### src/bpaf_pkg.sv
// Shared types and constants for the bitmap page allocator.
package bpaf_pkg;

  localparam int MAP_BITS_DEF = 32;

  localparam int CFG_INDEX_W = 1;
  localparam int CFG_DATA_W  = 6;

  localparam logic [CFG_INDEX_W-1:0] REG_MAP_SIZE = 1'b0;
  localparam logic [CFG_INDEX_W-1:0] REG_FIT_MODE = 1'b1;

  localparam logic [2:0] KIND_MARK  = 3'd0;
  localparam logic [2:0] KIND_CLEAR = 3'd1;
  localparam logic [2:0] KIND_TEST  = 3'd2;
  localparam logic [2:0] KIND_FIND  = 3'd3;
  localparam logic [2:0] KIND_RUN   = 3'd4;

  localparam logic [1:0] STATUS_OK        = 2'd0;
  localparam logic [1:0] STATUS_NO_SPACE  = 2'd1;
  localparam logic [1:0] STATUS_BAD_INDEX = 2'd2;

  localparam logic [1:0] MODE_FIRST = 2'd0;
  localparam logic [1:0] MODE_BEST  = 2'd1;
  localparam logic [1:0] MODE_WORST = 2'd2;

  typedef enum logic [1:0] {
    ST_IDLE,
    ST_SCAN,
    ST_DONE
  } state_t;

  typedef struct packed {
    logic init;
    logic step;
  } scan_ctrl_t;

  typedef struct packed {
    logic       last;
    logic [1:0] status;
    logic [4:0] position;
    logic       bit_set;
    logic [5:0] free_count;
  } scan_res_t;

endpackage

### src/bitmap_page_allocator_fit_top.sv
// Top level of the bitmap page allocator: request control, configuration registers, scan unit.
// After start is taken, the scan unit rotates the whole map, then done strobes the result.
// One transaction at a time: busy stays high through the scan and the done cycle, as the bitmap
//   rotates past a single-bit scan point, one bit per cycle.
// Reset (rst, synchronous, active high): all bits clear, map_size 32, fit_mode first fit.
// The receiver cannot stall: done is high for exactly one cycle per transaction.
module bitmap_page_allocator_fit_top #(
  parameter int MAP_BITS = bpaf_pkg::MAP_BITS_DEF
) (
  input  logic                                 clk,
  input  logic                                 rst,
  input  logic                                 start,
  output logic                                 busy,
  input  logic [2:0]                           kind,
  input  logic [4:0]                           bit_index,
  input  logic [5:0]                           request_size,
  output logic                                 done,
  output logic [1:0]                           status,
  output logic [4:0]                           position,
  output logic                                 bit_set,
  output logic [5:0]                           free_count,
  input  logic                                 cfg_we,
  input  logic [bpaf_pkg::CFG_INDEX_W-1:0]     cfg_index,
  input  logic [bpaf_pkg::CFG_DATA_W-1:0]      cfg_data
);

  bpaf_pkg::state_t     state;
  bpaf_pkg::state_t     state_next;
  bpaf_pkg::scan_ctrl_t ctrl;
  bpaf_pkg::scan_res_t  res;

  // Configuration registers; write them only while no transaction is in flight (the block does not enforce it).
  logic [5:0] map_size;
  logic [1:0] fit_mode;

  // Request held for the length of the scan.
  logic [2:0] kind_q;
  logic [4:0] bit_index_q;
  logic [5:0] request_size_q;

  logic accept;

  assign accept = start && (state == bpaf_pkg::ST_IDLE);

  always_ff @(posedge clk) begin
    if (rst) begin
      map_size <= 6'd32;
      fit_mode <= bpaf_pkg::MODE_FIRST;
    end else if (cfg_we) begin
      case (cfg_index)
        bpaf_pkg::REG_MAP_SIZE: map_size <= cfg_data[5:0];
        bpaf_pkg::REG_FIT_MODE: fit_mode <= cfg_data[1:0];
        default: ;
      endcase
    end
  end

  // Latch the request fields on acceptance; they stay put until the next one.
  always_ff @(posedge clk) begin
    if (accept) begin
      kind_q         <= kind;
      bit_index_q    <= bit_index;
      request_size_q <= request_size;
    end
  end

  always_ff @(posedge clk) begin
    if (rst) begin
      state <= bpaf_pkg::ST_IDLE;
    end else begin
      state <= state_next;
    end
  end

  // Next state: idle -> scan until the last bit -> result (done) -> idle.
  always_comb begin
    state_next = state;
    case (state)
      bpaf_pkg::ST_IDLE: begin
        if (start) state_next = bpaf_pkg::ST_SCAN;
      end
      bpaf_pkg::ST_SCAN: begin
        if (res.last) state_next = bpaf_pkg::ST_DONE;
      end
      bpaf_pkg::ST_DONE: state_next = bpaf_pkg::ST_IDLE;
      default: state_next = bpaf_pkg::ST_IDLE;
    endcase
  end

  // Outputs of the controller.
  always_comb begin
    busy      = 1'b1;
    done      = 1'b0;
    ctrl.init = 1'b0;
    ctrl.step = 1'b0;
    case (state)
      bpaf_pkg::ST_IDLE: begin
        busy      = 1'b0;
        ctrl.init = start;
      end
      bpaf_pkg::ST_SCAN: ctrl.step = 1'b1;
      bpaf_pkg::ST_DONE: done = 1'b1;
      default: busy = 1'b1;
    endcase
  end

  // The scan unit rotates the whole map once per transaction, applying the
  // update at the scan point and gathering counts and run data as it goes.
  bpaf_scan #(
    .MAP_BITS(MAP_BITS)
  ) u_scan (
    .clk         (clk),
    .rst         (rst),
    .ctrl        (ctrl),
    .kind        (kind_q),
    .bit_index   (bit_index_q),
    .request_size(request_size_q),
    .map_size    (map_size),
    .fit_mode    (fit_mode),
    .res         (res)
  );

  // Result fields are steady through the done cycle: the map has stopped rotating.
  assign status     = res.status;
  assign position   = res.position;
  assign bit_set    = res.bit_set;
  assign free_count = res.free_count;

endmodule

### src/bpaf_scan.sv
// Rotating bitmap with one-bit-per-cycle scan for mark, clear, test, find and run search.
module bpaf_scan #(
  parameter int MAP_BITS = bpaf_pkg::MAP_BITS_DEF
) (
  input  logic                 clk,
  input  logic                 rst,
  input  bpaf_pkg::scan_ctrl_t ctrl,
  input  logic [2:0]           kind,
  input  logic [4:0]           bit_index,
  input  logic [5:0]           request_size,
  input  logic [5:0]           map_size,
  input  logic [1:0]           fit_mode,
  output bpaf_pkg::scan_res_t  res
);

  localparam int IDXW  = (MAP_BITS > 1) ? $clog2(MAP_BITS) : 1;
  localparam int SIZEW = $clog2(MAP_BITS + 1);
  localparam int LW    = (SIZEW > 6) ? SIZEW : 6;

  logic [MAP_BITS-1:0] shreg;
  logic [IDXW-1:0]     cnt;
  logic [5:0]          cur_len;
  logic [IDXW-1:0]     cur_start;
  logic                found;
  logic [IDXW-1:0]     best_start;
  logic [5:0]          best_len;
  logic [5:0]          free_cnt;
  logic                alloc_hit;
  logic [IDXW-1:0]     alloc_pos;
  logic                test_bit;

  logic [LW-1:0]   n_act;
  logic [LW-1:0]   pos_ext;
  logic            active;
  logic            last_active;
  logic            idx_ok;
  logic            idx_here;
  logic            cur;
  logic            bit_new;
  logic            cand_valid;
  logic [IDXW-1:0] cand_start;
  logic [5:0]      cand_len;
  logic            take;

  // clamp the map size into 1..MAP_BITS
  always_comb begin
    if (map_size == 6'd0) begin
      n_act = LW'(1);
    end else if (LW'(map_size) > LW'(MAP_BITS)) begin
      n_act = LW'(MAP_BITS);
    end else begin
      n_act = LW'(map_size);
    end
  end

  assign pos_ext     = LW'(cnt);
  assign active      = pos_ext < n_act;
  assign last_active = pos_ext == (n_act - LW'(1));
  assign idx_ok      = LW'(bit_index) < n_act;
  assign idx_here    = idx_ok && (pos_ext == LW'(bit_index));
  assign cur         = shreg[0];

  always_comb begin
    bit_new = cur;
    case (kind)
      bpaf_pkg::KIND_MARK: begin
        if (idx_here) bit_new = 1'b1;
      end
      bpaf_pkg::KIND_CLEAR: begin
        if (idx_here) bit_new = 1'b0;
      end
      bpaf_pkg::KIND_FIND: begin
        if (active && !cur && !alloc_hit) bit_new = 1'b1;
      end
      default: bit_new = cur;
    endcase
  end

  // a run closes on the first used bit after it or at the last bit of the active map
  always_comb begin
    cand_valid = 1'b0;
    cand_start = cur_start;
    cand_len   = cur_len;
    if (active && cur && (cur_len != 6'd0)) begin
      cand_valid = 1'b1;
    end else if (active && !cur && last_active) begin
      cand_valid = 1'b1;
      cand_start = (cur_len == 6'd0) ? cnt : cur_start;
      cand_len   = cur_len + 6'd1;
    end
  end

  assign take = cand_valid && (cand_len >= request_size) &&
                (!found ||
                 ((fit_mode == bpaf_pkg::MODE_BEST) && (cand_len < best_len)) ||
                 ((fit_mode == bpaf_pkg::MODE_WORST) && (cand_len > best_len)));

  always_ff @(posedge clk) begin
    if (rst) begin
      shreg     <= '0;
      cnt       <= '0;
      cur_len   <= '0;
      found     <= 1'b0;
      free_cnt  <= '0;
      alloc_hit <= 1'b0;
      test_bit  <= 1'b0;
    end else if (ctrl.init) begin
      cnt       <= '0;
      cur_len   <= '0;
      found     <= 1'b0;
      free_cnt  <= '0;
      alloc_hit <= 1'b0;
      test_bit  <= 1'b0;
    end else if (ctrl.step) begin
      shreg <= {bit_new, shreg[MAP_BITS-1:1]};
      cnt   <= (cnt == IDXW'(MAP_BITS - 1)) ? '0 : cnt + IDXW'(1);
      if (active && !cur) begin
        cur_len <= cur_len + 6'd1;
        if (cur_len == 6'd0) cur_start <= cnt;
      end else begin
        cur_len <= '0;
      end
      if (take) begin
        found      <= 1'b1;
        best_start <= cand_start;
        best_len   <= cand_len;
      end
      if (active && !bit_new) free_cnt <= free_cnt + 6'd1;
      if ((kind == bpaf_pkg::KIND_FIND) && active && !cur && !alloc_hit) begin
        alloc_hit <= 1'b1;
        alloc_pos <= cnt;
      end
      if (idx_here) test_bit <= cur;
    end
  end

  always_comb begin
    res.last       = ctrl.step && (cnt == IDXW'(MAP_BITS - 1));
    res.status     = bpaf_pkg::STATUS_OK;
    res.position   = '0;
    res.bit_set    = 1'b0;
    res.free_count = free_cnt;
    case (kind)
      bpaf_pkg::KIND_MARK, bpaf_pkg::KIND_CLEAR: begin
        if (!idx_ok) res.status = bpaf_pkg::STATUS_BAD_INDEX;
      end
      bpaf_pkg::KIND_TEST: begin
        if (!idx_ok) begin
          res.status = bpaf_pkg::STATUS_BAD_INDEX;
        end else begin
          res.bit_set = test_bit;
        end
      end
      bpaf_pkg::KIND_FIND: begin
        if (alloc_hit) begin
          res.position = 5'(alloc_pos);
        end else begin
          res.status = bpaf_pkg::STATUS_NO_SPACE;
        end
      end
      bpaf_pkg::KIND_RUN: begin
        if (free_cnt < request_size) begin
          res.status = bpaf_pkg::STATUS_NO_SPACE;
        end else if (request_size == 6'd0) begin
          res.position = '0;
        end else if (found) begin
          res.position = 5'(best_start);
        end else begin
          res.status = bpaf_pkg::STATUS_NO_SPACE;
        end
      end
      default: res.status = bpaf_pkg::STATUS_OK;
    endcase
  end

endmodule
### config.mk
export PLATFORM = sky130hd
export DESIGN_NAME = bitmap_page_allocator_fit_top
export DESIGN_NICKNAME = d
export VERILOG_FILES = /design/src/bpaf_pkg.sv /design/src/bitmap_page_allocator_fit_top.sv /design/src/bpaf_scan.sv
export SDC_FILE = /design/constraint.sdc
export NUM_CORES = 1
export LEC_CHECK = 0
export BUFFER_PORTS_ARGS = -buffer_cell sky130_fd_sc_hd__buf_2
export CAP_MARGIN = 20
export CORE_ASPECT_RATIO = 1.25
export CORE_UTILIZATION = 39
export CTS_CLUSTER_DIAMETER = 120
export DETAILED_ROUTE_END_ITERATION = 6
export PLACE_DENSITY = 0.62
export SYNTH_ARGS = -nofsm -noshare
export SYNTH_HDL_FRONTEND = slang
export SYNTH_HIERARCHICAL = 1
export SYNTH_SLANG_ARGS = --single-unit
### constraint.sdc
create_clock -name clk -period 9.2 [get_ports clk]
set_clock_uncertainty 0.2 [all_clocks]
set_input_delay 1.84 -clock clk [delete_from_list [all_inputs] [get_ports clk]]
set_output_delay 1.84 -clock clk [all_outputs]
set_load 0.005 [all_outputs]
Yosys cells after proc, flatten, opt, wreduce, memory -nomap -nowiden --
Index checks and enable logic that the tools add are counted.
Storage, ports and cells: memories kept 0, bits in writable memories 0, bits in registers 97, output and inout port bits 16, input bits 25, word-level logic and storage cells 120, ROM bits 0, latch bits 0
Cells by class: $lt $le $gt $ge 7, equal/unequal tests 13, bitwise gates (word level) 3, divide/modulo/power cells 0, reductions and logical operators 41, shift-type cells 0, muxes and demuxes 35, multiply operators 0, $add $sub $neg 4
Operators with widths (number):
- 5-bit 2-to-1 mux | 8
- 6-bit 2-to-1 mux | 5
- 6-bit zero test | 3
- 1-bit logical AND | 16
- 2-bit AND reduction | 8
- 1-bit 2-to-1 mux | 13
- 6-bit by 1-bit adder with 6-bit output, second input constant | 2
- 5-bit by 6-bit less-than comparator with 1-bit output | 2
- 6-bit less-than comparator | 2
- 4-bit AND reduction | 3
- 2-bit 2-to-1 mux | 5
- 5-bit case mux with 2 select lines | 1
- 3-bit by 2-bit equality test with 1-bit output, second input constant | 2
- 5-bit by 6-bit equality test with 1-bit output | 1
- 6-bit >= comparator | 1
- 6-bit greater-than comparator | 1
- 6-bit greater-than comparator, second input constant | 1
- 2-bit case mux with 3 select lines | 1
- 6-bit nonzero test | 1
- 6-bit by 1-bit subtractor with 6-bit output, second input constant | 1
- 5-bit by 1-bit adder with 5-bit output, second input constant | 1
- 5-bit equality test | 1
- 5-bit equality test, second input constant | 1
- 2-bit by 1-bit equality test with 1-bit output, second input constant | 2
- 13 further kinds | 21

Logic depth before layout (Yosys ltp) --
Gate-level depths: netlist of run 1.
depth after elaboration 14, gate-level depth with buffers 17, mapped depth without buffers 16

Modules after synthesis --
The synthesis of run 1 kept the hierarchy.
Modules (own cells, without submodules):
- bpaf_scan | seq. area each 1671.6 µm², area an instance 4119.0 µm², cells each 463, times used 1
- bitmap_page_allocator_fit_top | seq. area each 620.6 µm², area an instance 878.3 µm², cells each 60, times used 1

Worst setup path after synthesis of run 1 --
OpenSTA, ideal clock, no wires.
path type register to register, start point register map_size[2], end point register u_scan.best_len[0], enable pin, setup slack 4.492 ns, cell stages (with the launch flop) 17, data required time 8.607 ns, library setup time 0.393 ns, clock period less this slack 4.708 ns, arrival time 4.115 ns, buffers on the path 0, path through dfxtp_1 nor4_1 o21ai_0 ha_1 xor2_1 xnor2_1 nor4_2 nand4_4 nor2_8 mux2_4 ha_1 nand2b_1 a21oi_1 o41ai_1 and3b_1 o21ai_0 nor3_1
On the way: word-level cells in the longest chain between the ends 14, elaborated cells between the ends (all ways) 25, classes of those cells add/sub: 1; order compare: 5; eq/ne: 1; mux: 6; reduce/logical: 12
Ends and longest elaborated chain:
- start, declared | line bitmap_page_allocator_fit_top.sv:33 | logic [5:0] map_size;
- start signal, assigned | line bitmap_page_allocator_fit_top.sv:51 | bpaf_pkg::REG_MAP_SIZE: map_size <= cfg_data[5:0];
- 6-bit greater-than comparator | line bpaf_scan.sv:49 | end else if (LW'(map_size) > LW'(MAP_BITS)) begin
- 6-bit 2-to-1 mux | line bpaf_scan.sv:49
- 6-bit 2-to-1 mux * | line bpaf_scan.sv:47 | if (map_size == 6'd0) begin
- 6-bit by 1-bit subtractor with 6-bit output or 5-bit by 6-bit less-than comparator with 1-bit output (tied branches) | line bpaf_scan.sv:58, bpaf_scan.sv:57
- 5-bit by 6-bit equality test with 1-bit output or 1-bit logical AND (tied branches) | line bpaf_scan.sv:58, bpaf_scan.sv:86
- 1-bit logical AND | line bpaf_scan.sv:86 | end else if (active && !cur && last_active) begin
- 6-bit 2-to-1 mux | line bpaf_scan.sv:86
- 6-bit 2-to-1 mux * | line bpaf_scan.sv:84 | if (active && cur && (cur_len != 6'd0)) begin
- named net u_scan.cand_len[1] | line bpaf_scan.sv:42 | logic [5:0] cand_len;
- 6-bit less-than comparator | line bpaf_scan.sv:95 | ((fit_mode == bpaf_pkg::MODE_BEST) && (cand_len < best_len)) ||
- 1-bit logical AND | line bpaf_scan.sv:95
- 1-bit logical OR | line bpaf_scan.sv:94 | (!found ||
- 1-bit logical OR | line bpaf_scan.sv:95
- 1-bit logical AND * | line bpaf_scan.sv:93 | assign take = cand_valid && (cand_len >= request_size) &&
- 4-bit AND reduction (no source line) *
- end signal, assigned | line bpaf_scan.sv:126 | best_len <= cand_len;
- end, declared | line bpaf_scan.sv:26 | logic [5:0] best_len;
Mark *: on every way through the listed nets, which the timed path passes. The rest lies on a longest branch. A chain may end at the register's enable or synchronous reset.

Worst setup path in the final report of run 1 --
start point register kind_q[2], end point output position[0]
On the way: word-level cells in the longest chain between the ends 2, elaborated cells between the ends (all ways) 3, classes of those cells eq/ne: 2; mux: 1
Ends and longest elaborated chain:
- start, declared | line bitmap_page_allocator_fit_top.sv:37 | logic [2:0] kind_q;
- start signal, assigned | line bitmap_page_allocator_fit_top.sv:61 | kind_q <= kind;
- 3-bit equality test or 3-bit by 2-bit equality test with 1-bit output (tied branches) | line bpaf_scan.sv:143 | case (kind)
- 5-bit case mux with 2 select lines * | line bpaf_scan.sv:143
- end, declared | line bitmap_page_allocator_fit_top.sv:19 | output logic [4:0] position,
Mark *: on every way between the ends. The rest lies on a longest branch, timed or not.

==> results of run 1 <==
==> registers in the layout (all words and copies together) (netlist names), 3 cells and up <==
register / flops
u_scan/cnt: 5
u_scan/free_cnt: 6
kind_q: 3
u_scan/best_len: 6
u_scan/shreg: 32
bit_index_q: 5
u_scan/cur_len: 6
map_size: 6
request_size_q: 6
u_scan/cur_start: 5
u_scan/alloc_pos: 5
u_scan/best_start: 5
==> cell usage after synthesis (all sizes together) (3+ instances only) <==
cell type,instances
nand2b,21
a21o,4
inv,22
clkbuf,14
edfxtp,35
xnor2,10
a32oi,5
a211oi,5
o22ai,4
and3,4
xor2,9
a21oi,46
mux2i,15
nor4,4
or3,9
buf,5
nor2b,5
o21ai,22
o21a,3
dfxtp,62
nand2,91
nand4,3
nand4bb,4
nor2,29
mux2,11
ha,32
nor3,13
nand3,13
==> kinds of logic (layout without fill, tap and decap cells) <==
family                   count (synthesis)  after routing  share of synthesized area [%]
multiplexers                            26             26                           5.93
AND/OR/NAND/NOR                        208            208                           21.3
AO/OA/AOI/OAI                          100            100                           11.9
buffers and inverters                   41             83                           3.68
adder cells (fa/ha/maj)                 32             32                           8.01
XOR/XNOR                                19             19                           3.33
flip-flops                              97             97                           45.9
==> critical path, stage by stage (launching register included) <==
cell	delay, ns
edfxtp_1	0.47
nor3b_1	0.47
nand2_1	0.12
a31oi_1	0.74
a32oi_1	0.22
o21ai_0	0.11
buf_2	0.13
==> worst max path at each step <==
stage                start                   end  cells past startpoint
2_1_floorplan  map_size[2]    u_scan/best_len[0]                     16
3_3_place_gp   map_size[2]  u_scan/best_start[0]                     17
3_5_place_dp   map_size[2]  u_scan/best_start[1]                     17
4_1_cts        map_size[2]  u_scan/best_start[1]                     17
5_1_grt        map_size[2]  u_scan/best_start[3]                     17
6_report         kind_q[2]           position[0]                      6
==> area by class of cell <==
| cell class | instances | area (um2) |
|---|---|---|
| inverter | 22 | 82.6 |
| clock buffer | 10 | 250 |
| fill | 1159 | 6660 |
| timing repair buffer | 45 | 258 |
| clock inverter | 6 | 56.3 |
| tap | 164 | 205 |
| multi-input combinational | 385 | 2520 |
| sequential | 97 | 2290 |
==> power by group through the flow <==
stage               combinational (uW)  sequential (uW)  clock [uW]
floorplan                         52.0              469           0
global placement                  69.1              472           0
detailed placement                70.8              472           0
CTS                               71.1              462         390
global route                      81.1              463         409
finish                            72.7              462         380
==> stage by stage <==
stage | power (uW) | area, um2 | cells | utilization (%)
floorplan | 521 | 5000 | 523 | -
global placement | 541 | 5330 | 712 | 43.3
detailed placement | 543 | 5330 | 712 | 43.3
CTS | 923 | 5640 | 728 | 45.7
global route | 954 | 5670 | 729 | 46.0
finish | 915 | 5670 | 729 | 46.0
==> metal layers <==
layer | vias up | routed length [um] | track usage, %
li1 | 1924 | - | -
met1 | 1798 | 4860 | 21.5
met2 | 63 | 5490 | 30.5
met3 | 13 | 279 | 3.20
met4 | 0 | 192 | 5.05
met5 | - | 0 | 0
==> impl_metrics.csv, run 1 <==
group,metric,value,unit
status,status,"finished, final reports clean",
sta,setup_slack,4.54,ns
power,pwr_density_cell,161,nW/um2
clock_network,clk_latency,0.34,ns
synth,synthTopCellsByArea,"dfxtp_1 25%, edfxtp_1 21%, ha_1 8.0%",
drt,routedWlPerCell,14.8,um
clock_network,cts-resized-gates,0,
grt,grt_pass1_vias,3577,
synth,avgSynthCellArea,9.56,um2
cells_and_area,drive_above_1_share,14.7,%
sta,tightest_slew,1.01,ns
synth,synth_cells,523,
critical_path,cp.required,7.16,ns
power,swShare,24.8,%
clock_network,h-tree-depth,3,
synth,synth-seq-cells,97,
sta,period_share,50.6,%
critical_path,cp-end-kind,"output pin",
critical_path,timing.rr.end,"u_scan/best_start[1]",
clock_network,postCtsSetupBuffers,0,
placement,dp_hpwl,8130,um
critical_path,worstSetupPathType,"reg -> out",
sta,setup-violations-final,0,
drt,wirelength,10800,um
floorplan,start_util,40.5,%
drt,dr_total_vias,3798,
flow_run,drv_cap,0,
clock_network,clockBufferDepth,2,
floorplan,die_w,103,um
grt,grt_usage,17.4,%
synth,synth_warnings,6,
cells_and_area,nets,617,
critical_path,critPathLaunchType,"flip-flop",
power,p_leak,0.00220,uW
cells_and_area,antenna_cells,0,
clock_network,cts_root_buf,"clkbuf_16",
synth,synth.top_cell.area_share,24.8,%
synth,synth_fp_nets,580,
drt,drt_iter0_drc,182,
power,power_switching,227,uW
hold_path,hp-start,"u_scan/shreg[13]",
critical_path,r2r_start,"map_size[2]",
power,comb_power_share,7.9,%
sta,min_period,4.66,ns
placement,gp_congestion,0.842,
cells_and_area,final_cell_mix,"91 x nand2_1, 62 x dfxtp_1, 46 x a21oi_1, 40 x buf_2, 35 x edfxtp_1",
floorplan,num_rows,45,
sta,relSlewSlack,32.3,%
hold_path,hold_end,"u_scan/shreg[12]",
critical_path,cp.arrival,2.62,ns
synth,synth_top_area_cell,"dfxtp_1",
floorplan,die_area,13300,um2
floorplan,core_area,12300,um2
power,p_seq_share,50.5,%
sta,drv_slew,0,
hold_path,min_path_type,"reg -> reg",
clock_network,hold_buffers,0,
synth,syn_area,5000,um2
clock_network,tritoncts,"built",
synth,ys_types,57,
drt,vias_per_cell,5.21,
critical_path,r2r_slack,4.56,ns
power,clkPwrFrac,41.5,%
floorplan,io_pins,41,
synth,yosysSeqAreaShare,45.9,%
hold_path,holdPathStages,2,
sta,max_freq,215,MHz
placement,place_ws,4.59,ns
drt,drc,0,
synth,synth_edf_count,35,
synth,async_flop_share,0,%
grt,grt_overflow,0,
sta,rsz0062_at_grt,"false",
grt,grt_pass1_wl,17500,um
clock_network,cts.clk_slew.worst_paths,0.07,ns
cells_and_area,syn2layout_area_growth,13.4,%
sta,hold_slack,0.253,ns
cells_and_area,final_common_cell,"nand2_1",
sta,setup_tns,0,ns
placement,port_buffers,40,
grt,grt_max_degree,56,
clock_network,numCtsBuffers,9,
clock_network,cts.sinks,97,
floorplan,dieHeight,129,um
drt,ant_nets,0,
critical_path,reg2reg_depth,17,
drt,drt-pass1-iter-count,4,
grt,antenna_found_initial,0,
sta,hold_violations,0,
power,ir_worst_vdd,0.0000901,V
critical_path,crit_fanout,10,
synth,ys.flop_type,"dfxtp_1",
power,internal-power,688,uW
No activity file was read; power rests on OpenSTA's default activity.
==> inputs of run 2 (changes only) <==
--- a/config.mk
+++ b/config.mk
@@ -5,13 +5,14 @@
 export SDC_FILE = /design/constraint.sdc
 export NUM_CORES = 1
 export LEC_CHECK = 0
+export ABC_AREA = 1
 export BUFFER_PORTS_ARGS = -buffer_cell sky130_fd_sc_hd__buf_2
 export CAP_MARGIN = 20
 export CORE_ASPECT_RATIO = 1.25
 export CORE_UTILIZATION = 39
 export CTS_CLUSTER_DIAMETER = 120
 export DETAILED_ROUTE_END_ITERATION = 6
-export PLACE_DENSITY = 0.62
+export PLACE_DENSITY = 0.64
 export SYNTH_ARGS = -nofsm -noshare
 export SYNTH_HDL_FRONTEND = slang
 export SYNTH_HIERARCHICAL = 1
==> constraint.sdc (replaced) <==
create_clock -name clk -period 3.9 [get_ports clk]
set_clock_uncertainty 0.2 [all_clocks]
set_input_delay 0.78 -clock clk [delete_from_list [all_inputs] [get_ports clk]]
set_output_delay 0.78 -clock clk [all_outputs]
set_load 0.005 [all_outputs]
==> impl_metrics.csv, run 2 <==
group,metric,value,unit
drt,routedWlPerCell,12.6,um
power,clkPwrFrac,37.3,%
critical_path,r2r_slack,-0.1,ns
drt,vias_per_cell,4.93,
critical_path,reg2reg_depth,24,
floorplan,io_pins,41,
cells_and_area,nets,715,
synth,synthTopCellsByArea,"dfxtp_1 26%, edfxtp_1 22%, nor2_1 8.3%",
synth,syn_area,4860,um2
hold_path,holdPathStages,2,
synth,synth_fp_nets,646,
status,violations,"negative setup slack",
power,p_leak,0.00263,uW
drt,drt_iter0_drc,230,
synth,yosysMostFrequentCell,"nor2_1",
power,internal-power,1630,uW
sta,setup-violations-final,11,
floorplan,dieHeight,127,um
power,pwr_density_cell,375,nW/um2
floorplan,num_rows,45,
clock_network,cts.clk_slew.worst_paths,0.07,ns
drt,drt-pass1-iter-count,5,
clock_network,numCtsBuffers,9,
sta,drv_slew,0,
critical_path,cp.required,3.76,ns
sta,period_share,103,%
drt,drc,0,
cells_and_area,syn2layout_area_growth,20.6,%
power,power_switching,570,uW
synth,synth_common_cells,"107 x nor2_1, 79 x nand2_1, 73 x inv_1, 62 x dfxtp_1, 51 x o21ai_0",
critical_path,cp-end-kind,"flip-flop",
cells_and_area,final_util,48.2,%
cells_and_area,design_area,5860,um2
grt,grt_pass1_vias,3869,
floorplan,start_util,40.0,%
synth,synth_cells,589,
floorplan,die_area,12900,um2
critical_path,cp.arrival,3.86,ns
floorplan,die_w,102,um
critical_path,worstSetupPathType,"reg -> reg",
drt,ant_nets,0,
cells_and_area,drive_above_1_share,20.8,%
status,status,"finished with violations",
hold_path,min_path_type,"reg -> reg",
synth,avgSynthCellArea,8.25,um2
placement,port_buffers,40,
critical_path,crit_fanout,7,
critical_path,r2r_start,"map_size[2]",
synth,ys.flop_type,"dfxtp_1",
hold_path,hp-start,"u_scan/test_bit",
synth,yosysSeqAreaShare,47.2,%
grt,antenna_found_initial,0,
sta,hold_violations,0,
clock_network,clockBufferDepth,2,
grt,grt_max_degree,36,
placement,place_ws,-0.155,ns
clock_network,cts.sinks,97,
critical_path,timing.rr.end,"u_scan/best_len[0]",
hold_path,hold_end,"u_scan/test_bit",
clock_network,cts_root_buf,"clkbuf_16",
placement,dp_hpwl,7490,um
drt,wirelength,10400,um
synth,synth_top_area_cell,"dfxtp_1",
sta,hold_slack,0.264,ns
floorplan,core_area,12200,um2
sta,max_freq,250,MHz
synth,synth-seq-cells,97,
power,comb_power_share,11.4,%
clock_network,clk_latency,0.34,ns
power,swShare,25.9,%
placement,place_area,5410,um2
grt,grt_pass1_wl,17300,um
critical_path,critPathLaunchType,"flip-flop",
cells_and_area,antenna_cells,0,
sta,tightest_slew,0.876,ns
synth,synth_warnings,6,
clock_network,h-tree-depth,3,
cells_and_area,final_common_cell,"nor2_1",
drt,dr_total_vias,4079,
sta,rsz0062_at_grt,"true",
synth,synth.top_cell.area_share,25.5,%
clock_network,tritoncts,"built",
cells_and_area,largest_register_ffs,32,
synth,synth_edf_count,35,
cells_and_area,top_register,"u_scan/shreg",
sta,relSlewSlack,41.5,%
cells_and_area,final_cell_mix,"103 x nor2_1, 75 x nand2_1, 72 x inv_1, 58 x dfxtp_1, 51 x o21ai_0",
power,p_seq_share,51.3,%
synth,ys_types,38,
sta,min_period,4.00,ns
grt,grt_overflow,0,
placement,gp_congestion,0.847,
grt,grt_usage,16.8,%
flow_run,drv_cap,0,
sta,setup_slack,-0.0990,ns
clock_network,hold_buffers,0,
synth,async_flop_share,0,%
power,ir_worst_vdd,0.000232,V
==> run 2: cell count changes in the layout (fill, tap and decap cells not counted), sizes merged, moves of 12 or more <==
cell    delta
o21ai     +42
buf       +25
nand2b    -21
nand3     +12
inv       +52
mux2i     -15
a21oi     -24
nor2      +79
==> run 2: power groups by stage <==
stage	Combinational, uW	Clock, uW	Sequential, uW
3_5_place_dp	233	0	1150
3_3_place_gp	226	0	1150
5_1_grt	288	877	1140
4_1_cts	235	837	1130
2_1_floorplan	158	0	1140
6_report	252	821	1130
==> run 2: worst max path at each step <==
stage / start / to / depth (start not counted)
after floorplan: map_size[2] / u_scan/best_len[0] / 23
after global placement: map_size[1] / u_scan/best_start[0] / 23
after detailed placement: map_size[1] / u_scan/best_start[0] / 23
after CTS: map_size[1] / u_scan/best_len[1] / 23
after global routing: map_size[0] / u_scan/best_len[3] / 24
final: map_size[2] / u_scan/best_len[0] / 24
==> run 2: kinds of logic (layout without fill, tap and decap cells) <==
kind of cell / count (synthesis) / after routing / synth area share (%)
compound gates: 100 / 100 / 11.8
xor+xnor: 17 / 17 / 3.06
fa+ha+maj: 32 / 32 / 8.24
buf+inv: 90 / 164 / 7.41
flops: 97 / 97 / 47.2
simple gates: 253 / 253 / 22.3
==> run 2: metal layers <==
metal,up-vias,share of wire [%],GRT usage (%)
met5,-,0,0
met4,0,3.2,8.24
met3,25,2.9,3.36
met2,79,49,27.8
met1,1888,45,20.6
li1,2087,-,-
==> run 2: what timing repair did <==
item / CTS / global route
gates cloned: 1 / 1
resized for setup: 4 / 25
pin swaps: 0 / 6
setup buffers: 0 / 3
setup endpoints to repair: 11 / 12
==> run 2: cell type report <==
type,count,area [um2]
Clock buffer,10,229
Clock inverter,6,43.8
Fill cell,1175,6300
Inverter,76,288
Multi-Input combinational cell,402,2330
Sequential cell,97,2300
Tap cell,164,205
Timing Repair Buffer,71,463
Timing Repair inverter,1,7.51
==> run 2: worst max-delay path, cell delays in order (launching register included) <==
cell and delay, ns:
dfxtp_2 0.33, nor2_4 0.11, nand2_2 0.08, o21ai_4 0.21, nand2_2 0.11, ha_4 0.23
a21o_1 0.16, a22oi_2 0.11, nand2_1 0.10, nor2_1 0.16, nand4_2 0.20, buf_12 0.20
nand2_4 0.05, o21ai_2 0.05, ha_1 0.30, nand2_1 0.08, nor2_2 0.12, o21ai_0 0.09
nand2_1 0.12, nand4_1 0.12, o311ai_2 0.09, nand3_1 0.12, nor2_2 0.11, nand2_2 0.11
clkinvlp_4 0.14
==> run 2: stage by stage <==
| step | power [uW] | TNS, ns | cells |
|---|---|---|---|
| 2_1_floorplan | 1300 | 0 | 589 |
| 3_3_place_gp | 1370 | -0.430 | 806 |
| 3_5_place_dp | 1380 | -1.70 | 806 |
| 4_1_cts | 2200 | 0 | 823 |
| 5_1_grt | 2300 | -4.68 | 827 |
| 6_report | 2200 | -1.03 | 827 |
